$ cat config.mk
export PLATFORM = sky130hd
export DESIGN_NAME = a32_instruction_class_decoder
export DESIGN_NICKNAME = d
export VERILOG_FILES = /design/src/rtl/core/a32icd_pkg.sv /design/src/rtl/core/a32_instruction_class_decoder.sv
export SDC_FILE = /design/constraint.sdc
export NUM_CORES = 1
export LEC_CHECK = 0
export BUFFER_PORTS_ARGS = -buffer_cell sky130_fd_sc_hd__buf_2
export CORE_UTILIZATION = 51
export CTS_CLUSTER_SIZE = 28
export DETAILED_ROUTE_END_ITERATION = 16
export PLACE_DENSITY = 0.85
export SKIP_LAST_GASP = 1
export SYNTH_ARGS = -nofsm -noshare
export SYNTH_HDL_FRONTEND = slang
export SYNTH_SLANG_ARGS = --single-unit
$ cat constraint.sdc
create_clock -name clk -period 2 [get_ports clk]
set_clock_uncertainty 0.2 [all_clocks]
set_input_delay 0.4 -clock clk [delete_from_list [all_inputs] [get_ports clk]]
set_output_delay 0.4 -clock clk [all_outputs]
set_load 0.01 [all_outputs]
$ cat src/rtl/core/a32icd_pkg.sv
// ----------------------------------------------------------------------------
// a32icd_pkg
// Shared types and codes for the A32 instruction class decoder: handler
// classes, instruction group labels and the per-item decode verdict.
// ----------------------------------------------------------------------------
`default_nettype none

package a32icd_pkg;

  localparam int unsigned InstrWidth  = 32;
  localparam int unsigned OutTdataW   = 16;

  typedef enum logic [3:0] {
    C_OTHERS      = 4'd0,
    C_PRELOAD     = 4'd1,
    C_PRELOAD_REG = 4'd2,
    C_UNPRED      = 4'd3,
    C_UNDEF       = 4'd4,
    C_BRANCH      = 4'd5,
    C_COPRO_LS    = 4'd6,
    C_ALU_IMM     = 4'd7,
    C_ALU_REG     = 4'd8,
    C_ALU_SREG    = 4'd9,
    C_BX_REG      = 4'd10,
    C_EXTRA_LS    = 4'd11,
    C_LDST        = 4'd12,
    C_BLOCK       = 4'd13,
    C_SVC         = 4'd14,
    C_NONE        = 4'd15
  } hclass_t;

  typedef enum logic [5:0] {
    G_NIL          = 6'd0,
    G_CPS          = 6'd1,
    G_SETEND       = 6'd2,
    G_NEON_DP      = 6'd3,
    G_NEON_LS      = 6'd4,
    G_UNALLOC_HINT = 6'd5,
    G_CLREX        = 6'd6,
    G_DSB          = 6'd7,
    G_DMB          = 6'd8,
    G_ISB          = 6'd9,
    G_SRS          = 6'd10,
    G_RFE          = 6'd11,
    G_MCRR         = 6'd12,
    G_MRRC         = 6'd13,
    G_STC          = 6'd14,
    G_MCR          = 6'd15,
    G_CDP          = 6'd16,
    G_MRC          = 6'd17,
    G_MRS_MSR      = 6'd18,
    G_CLZ          = 6'd19,
    G_BXJ          = 6'd20,
    G_SAT_ADDSUB   = 6'd21,
    G_BKPT         = 6'd22,
    G_SMC          = 6'd23,
    G_MOVW         = 6'd24,
    G_MOVT         = 6'd25,
    G_MSR_IMM      = 6'd26,
    G_HALF_MUL     = 6'd27,
    G_MUL          = 6'd28,
    G_SYNCH        = 6'd29,
    G_PAR_S        = 6'd30,
    G_PAR_U        = 6'd31,
    G_PACK         = 6'd32,
    G_USAD8        = 6'd33,
    G_USADA8       = 6'd34,
    G_SBFX         = 6'd35,
    G_BFC          = 6'd36,
    G_BFI          = 6'd37,
    G_UBFX         = 6'd38,
    G_VMRRC        = 6'd39,
    G_VSTM         = 6'd40,
    G_VLDM         = 6'd41,
    G_NEON64       = 6'd42,
    G_VFP_DP       = 6'd43,
    G_NEON_XFER    = 6'd44
  } grp_t;

  localparam logic [2:0] SzNone = 3'd0;
  localparam logic [2:0] SzByte = 3'd1;
  localparam logic [2:0] SzWord = 3'd4;

  typedef struct packed {
    logic       up;
    logic [2:0] sz;
    logic       ld;
    grp_t       grp;
    hclass_t    cls;
  } verdict_t;

endpackage

`default_nettype wire

$ cat src/rtl/core/a32_instruction_class_decoder.sv
// ----------------------------------------------------------------------------
// a32_instruction_class_decoder
// Classifies one A32 instruction word per item by a priority-ordered decode
// tree and reports the handler class, group label and load/store attributes.
// ----------------------------------------------------------------------------
// Pipeline: two register stages; an accepted item passes stage one, then the
// result register, where its result is offered until it is taken.
// Throughput: one item per cycle; the decode is a single pass of logic
// between the two registers, so nothing limits the rate but back-pressure.
// Reset: rst_n (synchronous, active low) empties both stages; no other state.
`default_nettype none

module a32_instruction_class_decoder (
  input  wire logic                                clk,
  input  wire logic                                rst_n,
  // in_tdata: instruction [31:0]
  input  wire logic [a32icd_pkg::InstrWidth-1:0]   in_tdata,
  input  wire logic                                in_tvalid,
  output logic                                     in_tready,
  // out_tdata: handler_class [3:0], group_label [9:4], is_load [10],
  // access_bytes [13:11], unprivileged [14], zero [15]
  output logic [a32icd_pkg::OutTdataW-1:0]         out_tdata,
  output logic                                     out_tvalid,
  input  wire logic                                out_tready
);
  import a32icd_pkg::*;

  // --------------------------------------------------------------------------
  // Decode helpers. Each function mirrors one region of the decode tree and
  // returns a complete verdict; unused attribute fields are left at zero.
  // --------------------------------------------------------------------------
  function automatic verdict_t mk(hclass_t c);
    verdict_t v;
    v     = '0;
    v.cls = c;
    return v;
  endfunction

  function automatic verdict_t mk_grp(grp_t g);
    verdict_t v;
    v     = mk(C_OTHERS);
    v.grp = g;
    return v;
  endfunction

  // Hint, barrier, preload and Advanced SIMD space of the unconditional range.
  function automatic verdict_t hint_space(logic [31:0] w);
    logic [6:0] op1;
    logic [3:0] op2;
    logic [3:0] rn;
    verdict_t   v;
    op1 = w[26:20];
    op2 = w[7:4];
    rn  = w[19:16];
    if (op1 == 7'h10 && !op2[1] && !rn[0]) begin
      v = mk_grp(G_CPS);
    end else if (op1 == 7'h10 && op2 == 4'h0 && rn[0]) begin
      v = mk_grp(G_SETEND);
    end else if ((op1 & 7'h60) == 7'h20) begin
      v = mk_grp(G_NEON_DP);
    end else if ((op1 & 7'h71) == 7'h40) begin
      v = mk_grp(G_NEON_LS);
    end else if ((op1 & 7'h77) == 7'h41) begin
      v = mk_grp(G_UNALLOC_HINT);
    end else if ((op1 & 7'h77) == 7'h45) begin
      v = mk(C_PRELOAD);
    end else if ((op1 & 7'h77) == 7'h51) begin
      v = mk((rn != 4'hf) ? C_PRELOAD : C_UNPRED);
    end else if ((op1 & 7'h77) == 7'h55) begin
      v = mk(C_PRELOAD);
    end else if (op1 == 7'h57) begin
      case (op2)
        4'h1:    v = mk_grp(G_CLREX);
        4'h4:    v = mk_grp(G_DSB);
        4'h5:    v = mk_grp(G_DMB);
        4'h6:    v = mk_grp(G_ISB);
        default: v = mk(C_UNPRED);
      endcase
    end else if ((op1 & 7'h63) == 7'h43) begin
      v = mk(C_UNPRED);
    end else if (!op2[0]) begin
      // Register preload forms: op1 bit 3 does not take part.
      case (op1 & 7'h77)
        7'h61:                      v = mk_grp(G_UNALLOC_HINT);
        7'h65, 7'h71, 7'h75:        v = mk(C_PRELOAD_REG);
        7'h63, 7'h67, 7'h73, 7'h77: v = mk(C_UNPRED);
        default:                    v = mk(C_UNDEF);
      endcase
    end else begin
      v = mk(C_UNDEF);
    end
    return v;
  endfunction

  function automatic verdict_t uncond_space(logic [31:0] w);
    logic       rn_pc;
    logic [2:0] sub;
    verdict_t   v;
    rn_pc = (w[19:16] == 4'hf);
    sub   = w[23:21];
    if (!w[27]) begin
      v = hint_space(w);
    end else begin
      case ({w[26:24], w[20]})
        4'h0, 4'h2:             v = mk_grp(G_SRS);
        4'h1, 4'h3:             v = mk_grp(G_RFE);
        4'h4, 4'h5, 4'h6, 4'h7: v = mk(C_BRANCH);
        4'h8: begin
          if (sub == 3'd2)      v = mk_grp(G_MCRR);
          else if (sub == 3'd0) v = mk(C_UNDEF);
          else                  v = mk(C_COPRO_LS);
        end
        4'h9: begin
          if (sub == 3'd1 || sub == 3'd3) v = mk(rn_pc ? C_UNDEF : C_COPRO_LS);
          else if (sub == 3'd2)           v = mk_grp(G_MRRC);
          else if (sub[2])                v = mk(rn_pc ? C_COPRO_LS : C_UNDEF);
          else                            v = mk(C_UNDEF);
        end
        4'ha:    v = mk_grp(G_STC);
        4'hb:    v = mk(rn_pc ? C_COPRO_LS : C_UNDEF);
        4'hc:    v = mk_grp(w[4] ? G_MCR : G_CDP);
        4'hd:    v = mk_grp(w[4] ? G_MRC : G_CDP);
        default: v = mk(C_UNDEF);
      endcase
    end
    return v;
  endfunction

  function automatic verdict_t misc_space(logic [31:0] w);
    logic [2:0] op2;
    logic [1:0] op;
    verdict_t   v;
    op2 = w[6:4];
    op  = w[22:21];
    case (op2)
      3'h0: v = mk_grp(G_MRS_MSR);
      3'h1: begin
        if (op == 2'd1)      v = mk(C_BX_REG);
        else if (op == 2'd3) v = mk_grp(G_CLZ);
        else                 v = mk(C_UNDEF);
      end
      3'h2: v = (op == 2'd1) ? mk_grp(G_BXJ) : mk(C_UNDEF);
      3'h3: v = mk((op == 2'd1) ? C_BX_REG : C_UNDEF);
      3'h5: v = mk_grp(G_SAT_ADDSUB);
      3'h7: begin
        if (op == 2'd1)      v = mk_grp(G_BKPT);
        else if (op == 2'd3) v = mk_grp(G_SMC);
        else                 v = mk(C_UNDEF);
      end
      default: v = mk(C_UNDEF);
    endcase
    return v;
  endfunction

  function automatic verdict_t dp_space(logic [31:0] w);
    logic [4:0] op1;
    logic [3:0] op2;
    logic       ms;
    verdict_t   v;
    op1 = w[24:20];
    op2 = w[7:4];
    ms  = ((op1 & 5'h19) == 5'h10);
    if (w[25]) begin
      case (op1)
        5'h10:        v = mk_grp(G_MOVW);
        5'h14:        v = mk_grp(G_MOVT);
        5'h12, 5'h16: v = mk_grp(G_MSR_IMM);
        default:      v = mk(C_ALU_IMM);
      endcase
    end else if (!ms && !op2[0]) begin
      v = mk(C_ALU_REG);
    end else if (!ms && (op2 & 4'h9) == 4'h1) begin
      v = mk(C_ALU_SREG);
    end else if (ms && !op2[3]) begin
      v = misc_space(w);
    end else if (ms && (op2 & 4'h9) == 4'h8) begin
      v = mk_grp(G_HALF_MUL);
    end else if (!op1[4] && op2 == 4'h9) begin
      v = mk_grp(G_MUL);
    end else if (op1[4] && op2 == 4'h9) begin
      v = mk_grp(G_SYNCH);
    end else if (op2 == 4'hb || (op2 & 4'hd) == 4'hd) begin
      v    = mk(C_EXTRA_LS);
      v.up = ((op1 & 5'h12) == 5'h02);
    end else begin
      v = mk(C_NONE);
    end
    return v;
  endfunction

  function automatic verdict_t ldst_space(logic [31:0] w);
    logic [4:0] op1;
    verdict_t   v;
    op1 = w[24:20];
    if (w[25] && w[4]) begin
      v = mk(C_NONE);
    end else begin
      v    = mk(C_LDST);
      v.ld = op1[0];
      v.sz = op1[2] ? SzByte : SzWord;
      v.up = ((op1 & 5'h12) == 5'h02);
    end
    return v;
  endfunction

  function automatic verdict_t media_space(logic [31:0] w);
    logic [4:0] op1;
    verdict_t   v;
    op1 = w[24:20];
    if (op1 < 5'h04) begin
      v = mk_grp(G_PAR_S);
    end else if (op1 < 5'h08) begin
      v = mk_grp(G_PAR_U);
    end else if (op1 < 5'h10) begin
      v = mk_grp(G_PACK);
    end else begin
      case (op1)
        5'h18: begin
          if (w[7:5] != 3'd0) v = mk(C_UNDEF);
          else v = mk_grp((w[15:12] == 4'hf) ? G_USAD8 : G_USADA8);
        end
        5'h1a, 5'h1b: v = (w[6:5] == 2'd2) ? mk_grp(G_SBFX) : mk(C_UNDEF);
        5'h1c, 5'h1d: begin
          if (w[6:5] != 2'd0) v = mk(C_UNDEF);
          else v = mk_grp((w[3:0] == 4'hf) ? G_BFC : G_BFI);
        end
        5'h1e, 5'h1f: v = (w[6:5] == 2'd2) ? mk_grp(G_UBFX) : mk(C_UNDEF);
        // Unassigned media encodings have no handler.
        default:      v = mk(C_NONE);
      endcase
    end
    return v;
  endfunction

  function automatic verdict_t extreg_space(logic [31:0] w);
    verdict_t v;
    case (w[24:20])
      5'h04, 5'h05:                             v = mk_grp(G_VMRRC);
      5'h08, 5'h0a, 5'h0c, 5'h0e, 5'h12, 5'h16: v = mk_grp(G_VSTM);
      5'h09, 5'h0b, 5'h0d, 5'h0f, 5'h13, 5'h17: v = mk_grp(G_VLDM);
      5'h10, 5'h14, 5'h18, 5'h1c,
      5'h11, 5'h15, 5'h19, 5'h1d:               v = mk(C_COPRO_LS);
      default:                                  v = mk(C_NONE);
    endcase
    return v;
  endfunction

  function automatic verdict_t copro_space(logic [31:0] w);
    logic [5:0] op1;
    logic       op;
    logic       simd;
    logic       notlow;
    verdict_t   v;
    op1    = w[25:20];
    op     = w[4];
    simd   = (w[11:9] == 3'b101);
    notlow = ((op1 & 6'h3a) != 6'h00);
    if (!op1[5] && notlow && simd) begin
      v = extreg_space(w);
    end else if (!op1[5] && notlow && !simd) begin
      v = mk(C_COPRO_LS);
    end else if ((op1 & 6'h3e) == 6'h00) begin
      v = mk(C_UNDEF);
    end else if ((op1 & 6'h3e) == 6'h04 && simd) begin
      v = mk_grp(G_NEON64);
    end else if (op1 == 6'h04 && !simd) begin
      v = mk_grp(G_MCRR);
    end else if (op1 == 6'h05 && !simd) begin
      v = mk_grp(G_MRRC);
    end else if ((op1 & 6'h30) == 6'h20 && !op) begin
      v = mk_grp(simd ? G_VFP_DP : G_CDP);
    end else if ((op1 & 6'h30) == 6'h20 && op && simd) begin
      v = mk_grp(G_NEON_XFER);
    end else if ((op1 & 6'h31) == 6'h20 && op) begin
      v = mk_grp(G_MCR);
    end else if ((op1 & 6'h31) == 6'h21 && op) begin
      v = mk_grp(G_MRC);
    end else if ((op1 & 6'h30) == 6'h30) begin
      v = mk(C_SVC);
    end else begin
      v = mk(C_UNDEF);
    end
    return v;
  endfunction

  function automatic verdict_t classify(logic [31:0] w);
    verdict_t v;
    if (w[31:28] == 4'hf) begin
      v = uncond_space(w);
    end else begin
      case ({w[27:25], w[4]})
        4'h0, 4'h1, 4'h2, 4'h3: v = dp_space(w);
        4'h4, 4'h5, 4'h6:       v = ldst_space(w);
        4'h7:                   v = media_space(w);
        4'h8, 4'h9, 4'ha, 4'hb: v = mk(w[25] ? C_BRANCH : C_BLOCK);
        default:                v = copro_space(w);
      endcase
    end
    return v;
  endfunction

  // --------------------------------------------------------------------------
  // Two-stage pipeline. Stage one holds the accepted instruction word; the
  // decode tree sits between it and the result register. Both stages move
  // together whenever the result register is free or is being emptied, so a
  // new item is taken in every cycle while the consumer keeps up, and a held
  // result does not block the input while stage one is empty.
  // --------------------------------------------------------------------------
  logic                  s1_valid_r;
  logic                  s1_valid_nxt;
  logic [InstrWidth-1:0] s1_instr_r;
  logic                  out_valid_r;
  logic                  out_valid_nxt;
  verdict_t              out_verdict_r;
  verdict_t              dec_verdict;
  logic                  out_free;
  logic                  s1_move;
  logic                  in_take;

  assign out_free = !out_valid_r || out_tready;
  assign s1_move  = s1_valid_r && out_free;
  assign in_tready = !s1_valid_r || s1_move;
  assign in_take  = in_tvalid && in_tready;

  always_comb begin
    dec_verdict = classify(s1_instr_r);
  end

  always_comb begin
    s1_valid_nxt = s1_valid_r;
    if (in_take) begin
      s1_valid_nxt = 1'b1;
    end else if (s1_move) begin
      s1_valid_nxt = 1'b0;
    end
    out_valid_nxt = out_valid_r;
    if (s1_move) begin
      out_valid_nxt = 1'b1;
    end else if (out_tready) begin
      out_valid_nxt = 1'b0;
    end
  end

  always_ff @(posedge clk) begin
    if (!rst_n) begin
      s1_valid_r  <= 1'b0;
      out_valid_r <= 1'b0;
    end else begin
      s1_valid_r  <= s1_valid_nxt;
      out_valid_r <= out_valid_nxt;
    end
  end

  // Payload registers carry no reset; their valid flags qualify them.
  always_ff @(posedge clk) begin
    if (in_take) begin
      s1_instr_r <= in_tdata;
    end
    if (s1_move) begin
      out_verdict_r <= dec_verdict;
    end
  end

  assign out_tvalid = out_valid_r;
  assign out_tdata  = {1'b0, out_verdict_r.up, out_verdict_r.sz, out_verdict_r.ld,
                       out_verdict_r.grp, out_verdict_r.cls};

  // --------------------------------------------------------------------------
  // Assertions
  // --------------------------------------------------------------------------
  // A word held in stage one reaches the result register in the next cycle
  // whenever the result side is free.
  a_s1_to_out: assert property (@(posedge clk) disable iff (!rst_n)
    s1_move |=> out_valid_r)
    else $error("stage one advanced but no result appeared");

  // Access size is given exactly for word/byte load/store results.
  a_sz_only_ldst: assert property (@(posedge clk) disable iff (!rst_n)
    out_valid_r |-> ((out_verdict_r.cls == C_LDST) == (out_verdict_r.sz != SzNone)))
    else $error("access size disagrees with handler class");

  // A group label is carried only by the others class.
  a_grp_only_others: assert property (@(posedge clk) disable iff (!rst_n)
    (out_valid_r && out_verdict_r.cls != C_OTHERS) |-> (out_verdict_r.grp == G_NIL))
    else $error("group label on a non-others result");

  // The unprivileged flag appears only on extra or word/byte load/store.
  a_up_only_ls: assert property (@(posedge clk) disable iff (!rst_n)
    (out_valid_r && out_verdict_r.up)
      |-> (out_verdict_r.cls == C_LDST || out_verdict_r.cls == C_EXTRA_LS))
    else $error("unprivileged flag on a non load/store result");

endmodule

`default_nettype wire

==> results by group <==
Status
  • Run status: finished with violations
  • Violated checks: negative setup slack

Global route
  • Maximum number of pins on one net before global-route repair: 32
  • Aggregate global-route resource usage: a little over a third
  • Antenna violations before repair: 0
  • First-pass GRT wire length: approximately 17000 um
  • Grt total ovfl: 0
  • Via count of the first global-routing pass: about 3300

CTS
  • Clock net sink count: 53
  • CTS tree: built
  • Deepest clock path buffer count: 2
  • Number of H-tree levels: 2
  • TritonCTS Buffers: 5
  • Clock slew at the register clock pins of the worst setup and hold paths: 0.10 ns
  • Clock latency at the later pin of the worst-skew pair: about 0.31 ns
  • Cell at the root of the clock tree: sky130_fd_sc_hd__clkbuf_8

Power
  • Portion of total power attributed to combinational logic: 24.6%
  • Sequential group share of total power: around half
  • Switching power summed over all nets: between 0.7 and 0.8 mW
  • Internal power consumption: between 1.5 and 2 mW
  • Power density relative to cell area: ~550 mW/mm2
  • Max IR drop VDD: approximately 0.45 mV
  • Static leakage: ~1.9 nW
  • Switching share of total power: between 20% and 30%
  • Part of the power in the clock network: between 20% and 30%

Route
  • Detail-routed via count per cell: roughly 6.4
  • Routed len/inst: ~20 um
  • Number of detailed-routing iterations run before antenna repair: 5
  • Post-detailed-route count of antenna-violating nets: 0
  • Via Count: 3582
  • Post-route DRC: 0
  • Detailed-route wire length: roughly 11000 um
  • 1st-iter DRT viols: 479

Setup path
  • Delay of the slowest cell on the worst path: about 0.55 ns
  • Largest fanout of any net on the critical path: 5
  • Crit-path slowest cell: sky130_fd_sc_hd__or4b_4
  • Critical Path RT: between 1.5 and 2 ns
  • Kind of end point of the critical path: register
  • Type of the worst setup path: reg2reg
  • Crit path cell chain: buf_4 > or4b_4 > o21ai_2 > buf_4 > a2111oi_4 > o21ai_1 > nand2_1
  • Startpoint kind of the worst setup timing path: register
  • Crit-path leading delay family: simple AND/OR/NAND/NOR gates
  • Most used cell, CP: sky130_fd_sc_hd__buf_4
  • Buffers & Inverters on Critical Path: 2
  • Data arrival, critical path: around 2.1 ns

Job
  • Max-cap violations: 0

Floorplan
  • Num ports: between 50 and 60
  • Area enclosed by the die boundary: just under 0.007 mm2
  • Starting density of the core: about 54%
  • Die height: slightly above 80 um
  • Floorplan Core Area: 0.00610 mm2
  • Horizontal die dimension: ~82 um
  • Row Count: 28

Timing
  • Slew Limit Headroom: a little over three fifths
  • Fraction of the cycle the final worst path needs: 112%
  • Worst Slack Setup Final: -0.233 ns
  • Final critical path time including I/O delays and setup: 2.23 ns
  • Fmax achieved: 448 MHz
  • Final count of pins violating max slew: 0
  • Endpoints failing setup: 10
  • Unrepaired setup endpoints after global routing: yes
  • Number of hold-slack violations in the final timing report: 0
  • Actual slew at the worst max-slew pin: between 0.5 and 0.6 ns

Yosys
  • Commonest cells post-synth: sky130_fd_sc_hd__edfxtp_1, sky130_fd_sc_hd__nand2_1, sky130_fd_sc_hd__a21oi_1, sky130_fd_sc_hd__clkbuf_1
  • Portion of the post-synthesis area used by sequential elements: 45.8%
  • Share of synthesized cell area in full adder, half adder and majority cells: less than 1%
  • Flip-flop and latch count after synthesis: 53
  • Area contributors post-synth: sky130_fd_sc_hd__edfxtp_1, sky130_fd_sc_hd__dfxtp_1, sky130_fd_sc_hd__nand2_1
  • Share of flip-flops with an asynchronous set or reset: 0%
  • Cell accounting for the most synthesized area: sky130_fd_sc_hd__edfxtp_1
  • Number of synthesized flops with an enable pin: 45
  • Post-synthesis xor/xnor area fraction: 0.795%
  • Warning count from the yosys run: 0
  • Fraction of post-synthesis cell area in the top cell type by area: 40.9%
  • Cell Area, Synth: between 0.003 and 0.004 mm2
  • Mux contribution to synthesized area: 1.25%
  • Count of distinct cell types in the synthesized netlist: 74
  • Number of instances in the synthesized netlist: 353
  • Most instantiated flip-flop cell in the synthesis netlist: sky130_fd_sc_hd__edfxtp_1
  • Fraction of the mapped netlist area in compound gates: approximately a fifth
  • Largest family of logic cells by synthesized area: simple AND/OR/NAND/NOR gates
  • Average cell area after synthesis: a little over 9 um2
  • Fraction of the mapped netlist area in simple logic gates: roughly a quarter
  • Cell with the most instances after synthesis: sky130_fd_sc_hd__edfxtp_1

Final layout
  • Area of all placed cells without fillers: between 0.004 and 0.005 mm2
  • Number of antenna repair diodes: 0
  • Fillers: between 400 and 500
  • Final cell count without fillers: 557
  • Synthesis-to-finish area growth: 41.3%
  • Nets: around 520
  • Ratio of cells with drive above 1 in the final layout: roughly 44%
  • Utilization of the core after routing: 76.6%

Min path
  • Worst min-delay path class: in2reg

Placed design
  • Placed insts: between 500 and 600
  • Count of buffers from port buffering: 50
  • Post-place instance area: ~0.0043 mm2
  • Detailed placement HPWL: 8450 um
  • Routability Congestion: 0.946
==> worst register-to-register path, delay by kind of cell, from the launching register on <==
kind            cells  cell delay, ns
buf+inv             2            0.31
compound gates      3            0.41
flops               1            0.45
simple gates        2            0.62
==> metal layers <==
layer	global-route usage [%]	vias up	part of all wire, %
met5	0	-	0
met4	19.3	0	5.2
met3	7.36	58	9.3
met2	55.6	262	46
met1	45.7	1655	39
li1	-	1607	-
==> placed cells by master (no fill, tap or decap), drive strengths merged, types with 4 or more instances in the layout <==
cell type	synthesis	layout
dfxtp	8	8
inv	11	11
a211oi	6	6
nor3b	5	5
o21ai	23	23
buf	12	152
edfxtp	45	45
a21oi	21	21
nand3	12	12
nor2b	9	9
nand4	15	15
o21a	5	5
nor3	16	16
a31oi	4	4
nand2	33	33
clkbuf	20	5
nand2b	10	10
nor2	18	18
==> cell type report <==
class	instances	area (um2)	share of cell area, %
Timing Repair Buffer	152	1090	23.3
Clock inverter	3	21.3	0.456
Sequential cell	53	1510	32.4
Multi-Input combinational cell	258	1840	39.4
Tap cell	75	93.8	2.01
Clock buffer	5	68.8	1.47
Inverter	11	45.0	0.965
==> worst paths after layout <==
kind,endpoint,cells past startpoint,slack (ns),from
max reg2reg,out_tdata[8],7,-0.23,s1_instr_r[23]
min,s1_instr_r[5],1,0.06,in_tdata[5]
min reg2reg,out_tvalid,1,0.35,s1_valid_r
max,out_tdata[8],7,-0.23,s1_instr_r[23]
==> per-stage QoR <==
stage               total power, mW  hold slack (ns)  setup slack, ns  TNS (ns)
global placement               1.87            0.265           -0.275     -1.89
detailed placement             1.89            0.320           -0.261     -2.23
finish                         2.57           0.0567           -0.233     -1.62
floorplan                      1.61            0.247          -0.0637   -0.0670
CTS                            2.53           0.0512           -0.179     -1.37
global route                   2.67           0.0427           -0.310     -2.21
==> cells by family (layout without fill, tap and decap cells) <==
kind of cell               Yosys count  count (layout)
AOI/OAI and AO/OA                   99              99
xor gates and xnor gates             3               3
adders and majority gates            1               1
buffers and inverters               43             171
DFF                                 53              53
muxes                                4               4
other                                1               2
and+or+nand+nor                    149             149
==> power by group through the flow <==
stage / combinational, mW / sequential [mW] / clock [mW]
after global placement: 0.543 / 1.33 / 0
after CTS: 0.590 / 1.31 / 0.631
after global routing: 0.674 / 1.32 / 0.674
final: 0.632 / 1.31 / 0.624
after floorplan: 0.275 / 1.33 / 0
after detailed placement: 0.553 / 1.34 / 0
==> what timing repair did <==
action / in CTS / in global routing
setup endpoints to repair: 10 / 10
pin swaps: 8 / 8
hold buffers: 0 / 0
resized for setup: 34 / 27
buffers inserted: 3 / 2
Note: power is estimated with default switching activity, not from simulation.
